===== src/hw/rtl/ecvm_pkg.sv =====
`timescale 1ns / 1ps
// ---------------------------------------------------------------------------
// Euler camera view matrix package
// Shared types and fixed-point constants for the camera view matrix block.
// ---------------------------------------------------------------------------
package ecvm_pkg;

  // Binary angle conversion factor from Q8.8 degrees.
  localparam logic [15:0] DEG_TO_ANGLE = 16'd46603;

  // Taylor coefficients of sin(pi/2 * w), Q30.
  localparam logic [31:0] SIN_C1 = 32'd1686629713;
  localparam logic [31:0] SIN_C3 = 32'd693598668;
  localparam logic [31:0] SIN_C5 = 32'd85569306;
  localparam logic [31:0] SIN_C7 = 32'd5026995;
  localparam logic [31:0] SIN_C9 = 32'd172272;

  localparam logic signed [17:0] Q16_ONE = 18'sd65536;

  // Register indexes.
  localparam logic REG_PITCH_LO = 1'b0;
  localparam logic REG_PITCH_HI = 1'b1;

  // Request and response between sequencer and the sine unit.
  typedef struct packed {
    logic        start;
    logic [31:0] angle;  // angle left-aligned to 32 bits
  } sin_req_t;

  typedef struct packed {
    logic               done;
    logic signed [17:0] value;
  } sin_rsp_t;

endpackage


===== src/hw/rtl/ecvm_sin.sv =====
`timescale 1ns / 1ps
// ---------------------------------------------------------------------------
// Sine unit
// Iterative Horner evaluation of a fixed-point sine with one shared multiplier.
// ---------------------------------------------------------------------------
module ecvm_sin (
  input  logic              clk,
  input  logic              rst,
  input  ecvm_pkg::sin_req_t req,
  output ecvm_pkg::sin_rsp_t rsp
);

  typedef enum logic [4:0] {
    S_IDLE = 5'b00001,
    S_SQ   = 5'b00010,
    S_HORN = 5'b00100,
    S_FIN  = 5'b01000,
    S_OUT  = 5'b10000
  } st_t;

  st_t         st;
  logic [1:0]  quad;
  logic [30:0] w;
  logic [30:0] w2;
  logic [31:0] p;
  logic [2:0]  step;

  logic [29:0] z;
  logic [31:0] mul_a;
  logic [31:0] mul_b;
  logic [63:0] prod;
  logic [33:0] shifted;
  logic [31:0] coef;
  logic [17:0] mag;

  assign z = req.angle[29:0];

  // The single shared multiplier.
  always_comb begin
    mul_a = {1'b0, w};
    mul_b = {1'b0, w};
    if (st == S_HORN) begin
      mul_a = {1'b0, w2};
      mul_b = p;
    end else if (st == S_FIN) begin
      mul_b = p;
    end
  end
  assign prod    = mul_a * mul_b;
  assign shifted = prod[63:30];

  always_comb begin
    case (step)
      3'd0:    coef = ecvm_pkg::SIN_C7;
      3'd1:    coef = ecvm_pkg::SIN_C5;
      3'd2:    coef = ecvm_pkg::SIN_C3;
      default: coef = ecvm_pkg::SIN_C1;
    endcase
  end

  // Round Q30 to Q16 and limit to one.
  always_comb begin
    logic [33:0] r;
    r = (shifted + 34'd8192) >> 14;
    mag = (r > 34'd65536) ? 18'd65536 : r[17:0];
  end

  always_ff @(posedge clk) begin
    if (rst) begin
      st <= S_IDLE;
      rsp.done <= 1'b0;
    end else begin
      rsp.done <= (st == S_FIN);
      case (st)
        S_IDLE: begin
          if (req.start) begin
            quad <= req.angle[31:30];
            w    <= req.angle[30] ? (31'h40000000 - {1'b0, z}) : {1'b0, z};
            st   <= S_SQ;
          end
        end
        S_SQ: begin
          w2   <= shifted[30:0];
          p    <= ecvm_pkg::SIN_C9;
          step <= 3'd0;
          st   <= S_HORN;
        end
        S_HORN: begin
          p    <= coef - shifted[31:0];
          step <= step + 3'd1;
          if (step == 3'd3) st <= S_FIN;
        end
        S_FIN: begin
          rsp.value <= quad[1] ? -$signed(mag) : $signed(mag);
          st        <= S_IDLE;
        end
        default: st <= S_IDLE;
      endcase
    end
  end

endmodule

===== config.mk =====
export PLATFORM = sky130hd
export DESIGN_NAME = ecvm_sin
export DESIGN_NICKNAME = d
export VERILOG_FILES = /design/src/hw/rtl/ecvm_pkg.sv /design/src/hw/rtl/ecvm_sin.sv
export SDC_FILE = /design/constraint.sdc
export NUM_CORES = 2
export LEC_CHECK = 0
export BUFFER_PORTS_ARGS = -buffer_cell sky130_fd_sc_hd__buf_2
export CORE_MARGIN = 4
export CORE_UTILIZATION = 57
export DETAILED_ROUTE_END_ITERATION = 12
export GPL_TIMING_DRIVEN = 0
export PLACE_DENSITY = 0.73
export SLEW_MARGIN = 20
export SYNTH_ARGS = -nofsm -noshare
export SYNTH_HDL_FRONTEND = slang
export SYNTH_SLANG_ARGS = --single-unit

===== constraint.sdc =====
create_clock -name clk -period 13.3 [get_ports clk]
set_input_delay 2.66 -clock clk [delete_from_list [all_inputs] [get_ports clk]]
set_output_delay 2.66 -clock clk [all_outputs]
set_load 0.005 [all_outputs]

==> summary.md <==
| Metric | Value |
|---|---|
| Share of the synthesized area in the top cell type | 43.7% |
| Fraction of layout cells with a size suffix above 1 | 9.35% |
| P&R area growth vs syn | 8.53% |
| Startpoint types | register |
| Crit share post-route | 99.6% |
| Top routing layer used | met5 |
| Clk_skew | 13.8 ps |
| Synthesis Warnings | 0 |
| Largest stage delay, worst path | 660 ps |
| Synthesized instance count | 4474 |
| Post-synth top cells | 878 x inv_1, 867 x fa_1, 677 x nand2_1 |
| Top post-synthesis cells by area | fa_1 44%, ha_1 9.2%, edfxtp_1 8.8%, inv_1 8.3%, nand2_1 6.4% |
| DR DRC count | 0 |
| Post-synthesis sequential area ratio | 9.02% |
| Final net count | 5782 |
| Deepest clock path buffer count | 2 |
| Syn avg cell area | 8.88 µm² |
| Top FF cell, synth | edfxtp_1 |
| Largest net degree at the start of global routing | 18 |
| CTS clk-pin slew, worst paths | 70 ps |
| Max-Slew Margin vs Limit | 21.1% |
| 1st-iter DRT viols | 3729 |
| Vias per cell | 6.06 |
| Cell taking the most area after synthesis | fa_1 |
| Core ar. | 68800 µm² |
| Die Wd | 272 µm |
| GPL Wtd Cong | 1.11 |
| H-Tree Depth | 4 |
| Max Slew Vio Count | 0 |
| Die Span Y | 272 µm |
| First-pass GRT wire length | 229000 µm |
| Critical path endpoint category | register |
| Unrepaired setup endpoints after global routing | yes |
| Crit Path Max Fanout | 10 |
| Antenna Violating Nets Remaining | 0 |
| FP Rows | 96 |
| Num CTS Buffers | 17 |
| Most frequent cell after synthesis | inv_1 |
| Die ar. | 74000 µm² |
| Clock root cell | clkbuf_16 |
| Worst Tran Pin Value | 1160 ps |
| Quantity of I/O buffers inserted on ports | 52 |
| Hold buffer count at cts | 0 |
| Initial Utilization | 57.7% |
| Max-cap violations | 0 |
| Number of global-route vias before repair | 34457 |
| CTS Sinks | 121 |
| Kind of critical path | reg -> reg |
| WL met3 | 22600 µm |
| Distinct cells, synth | 108 |
| Peak Freq | 0.0755 GHz |
| Met2 routed WL | 65600 µm |
| Vias | 33536 |
| Status | finished, final reports clean |
| Final Setup Violations | 0 |
| Top cell by count, worst path | fa_1 |
| Hpwl dp | 131000 µm |
| GRT Util Overall | 43.0% |
| #FFs+latches synth | 121 |
| Crit-path slowest cell | o31ai_4 |
| Hold crit path type | reg -> reg |
| TritonRoute pass-1 iters | 6 |
| Mapped Nets | 5668 |
| Routed WL per cell | 28.3 µm |
| Arrival @ worst endpoint | 13420 ps |
| Final Critical Period | 13250 ps |
| Post-Route WL | 157000 µm |
| Io pins | 54 |
| Number of synthesized flops with an enable pin | 116 |
| Final-report hold violation count | 0 |
| Util after Layout | 62.6% |
| Metal1 wirelength | 57000 µm |
| Mapped Area | 39700 µm² |
| GRT Residual Overflow | 0 |
| CTS tree | built |
| Ys async rst share | 0% |
| CP required | 13460 ps |
| Clk_lat worst skew | 440 ps |
| Initial antenna violation count | 2 |
## critical path: cells and delay by family, from the launching register on
family / cells / cell delay, ps
xor+xnor: 2 / 500
compound gates: 7 / 2040
flops: 1 / 320
mux: 1 / 560
fa+ha+maj: 10 / 5030
simple gates: 11 / 2900
buf+inv: 9 / 1570
## per-stage QoR
step / std cells / TNS, ps / hold WS, ps / worst slack [ps] / cell area [µm²]
after floorplan: 4474 / 0 / 551 / 1680 / 39700
after global placement: 5457 / -35920 / 579 / -2040 / 41100
after detailed placement: 5487 / -19710 / 604 / -1540 / 41600
after CTS: 5526 / 0 / 640 / 0.363 / 42800
after global routing: 5532 / -240 / 668 / -141 / 43100
final: 5534 / 0 / 636 / 47.2 / 43100
## sequential cells by signal, summed over array words and instances (netlist names)
signal  flops
rsp        19
w          31
st          4
p          32
step        3
quad        1
w2         31
## timing repair
item / CTS / global route
gates resized for setup: 201 / 68
setup endpoints to repair: 32 / 12
pin swaps: 2 / 4
buffers inserted: 15 / 9
## cells in the final DEF, fill, tap and decap left out, types with 18 or more instances in the layout
master / netlist / routed
a21o_1: 28 / 28
a21oi_1: 102 / 101
and2_1: 21 / 21
buf_2: 7 / 83
buf_4: 3 / 34
clkbuf_1: 168 / 54
clkbuf_2: 0 / 64
clkbuf_4: 0 / 22
edfxtp_1: 116 / 116
fa_1: 867 / 867
ha_1: 292 / 291
inv_1: 878 / 877
mux2_2: 30 / 26
mux2i_2: 0 / 21
mux2i_4: 0 / 33
nand2_1: 677 / 660
nand2_2: 3 / 18
nand2b_1: 20 / 20
nand3_1: 36 / 35
nand4_1: 34 / 34
nor2_1: 615 / 614
nor3_1: 35 / 34
nor4_1: 22 / 18
o21ai_0: 92 / 90
xnor2_1: 75 / 73
xor2_1: 23 / 22
## kinds of logic (layout without fill, tap and decap cells)
family	after synthesis	count (layout)	synth area share [%]
AOI/OAI and AO/OA	372	372	6.42
muxes	96	96	2.53
DFF	121	121	9.02
xor gates and xnor gates	105	105	2.51
and+or+nand+nor	1545	1545	16.3
other	0	2	0
adders and majority gates	1160	1160	52.9
buffers and inverters	1075	1202	10.3
## area by class of cell
class	instances	area [µm²]
inverter	883	3310
tap	931	1160
sequential	121	3580
fill	6020	25700
timing repair buffer	106	742
antenna	2	5.00
clock buffer	17	425
multi-input combinational	3278	32800
clock inverter	15	130
buffer	181	976
## final timing paths
kind,cells past startpoint,endpoint,from,slack [ps]
worst max register to register,40,rsp[4]$_DFFE_PP_,st[3]$_SDFFE_PP0P_,50
worst min register to register,2,st[1]$_SDFFE_PP0P_,st[2]$_SDFFE_PP0P_,640
worst max-delay path,40,rsp[4]$_DFFE_PP_,st[3]$_SDFFE_PP0P_,50
worst min-delay path,2,st[1]$_SDFFE_PP0P_,st[2]$_SDFFE_PP0P_,640
## metal layers
layer / up-vias / GRT usage (%)
met4: 2 / 22.8
met1: 16630 / 55.6
met2: 2390 / 63.6
met5: - / 0
li1: 13954 / -
met3: 560 / 15.8
Power is left out: the tool's default activity adds up to more than one toggle a clock period on the data nets, which glitch-free logic cannot reach.
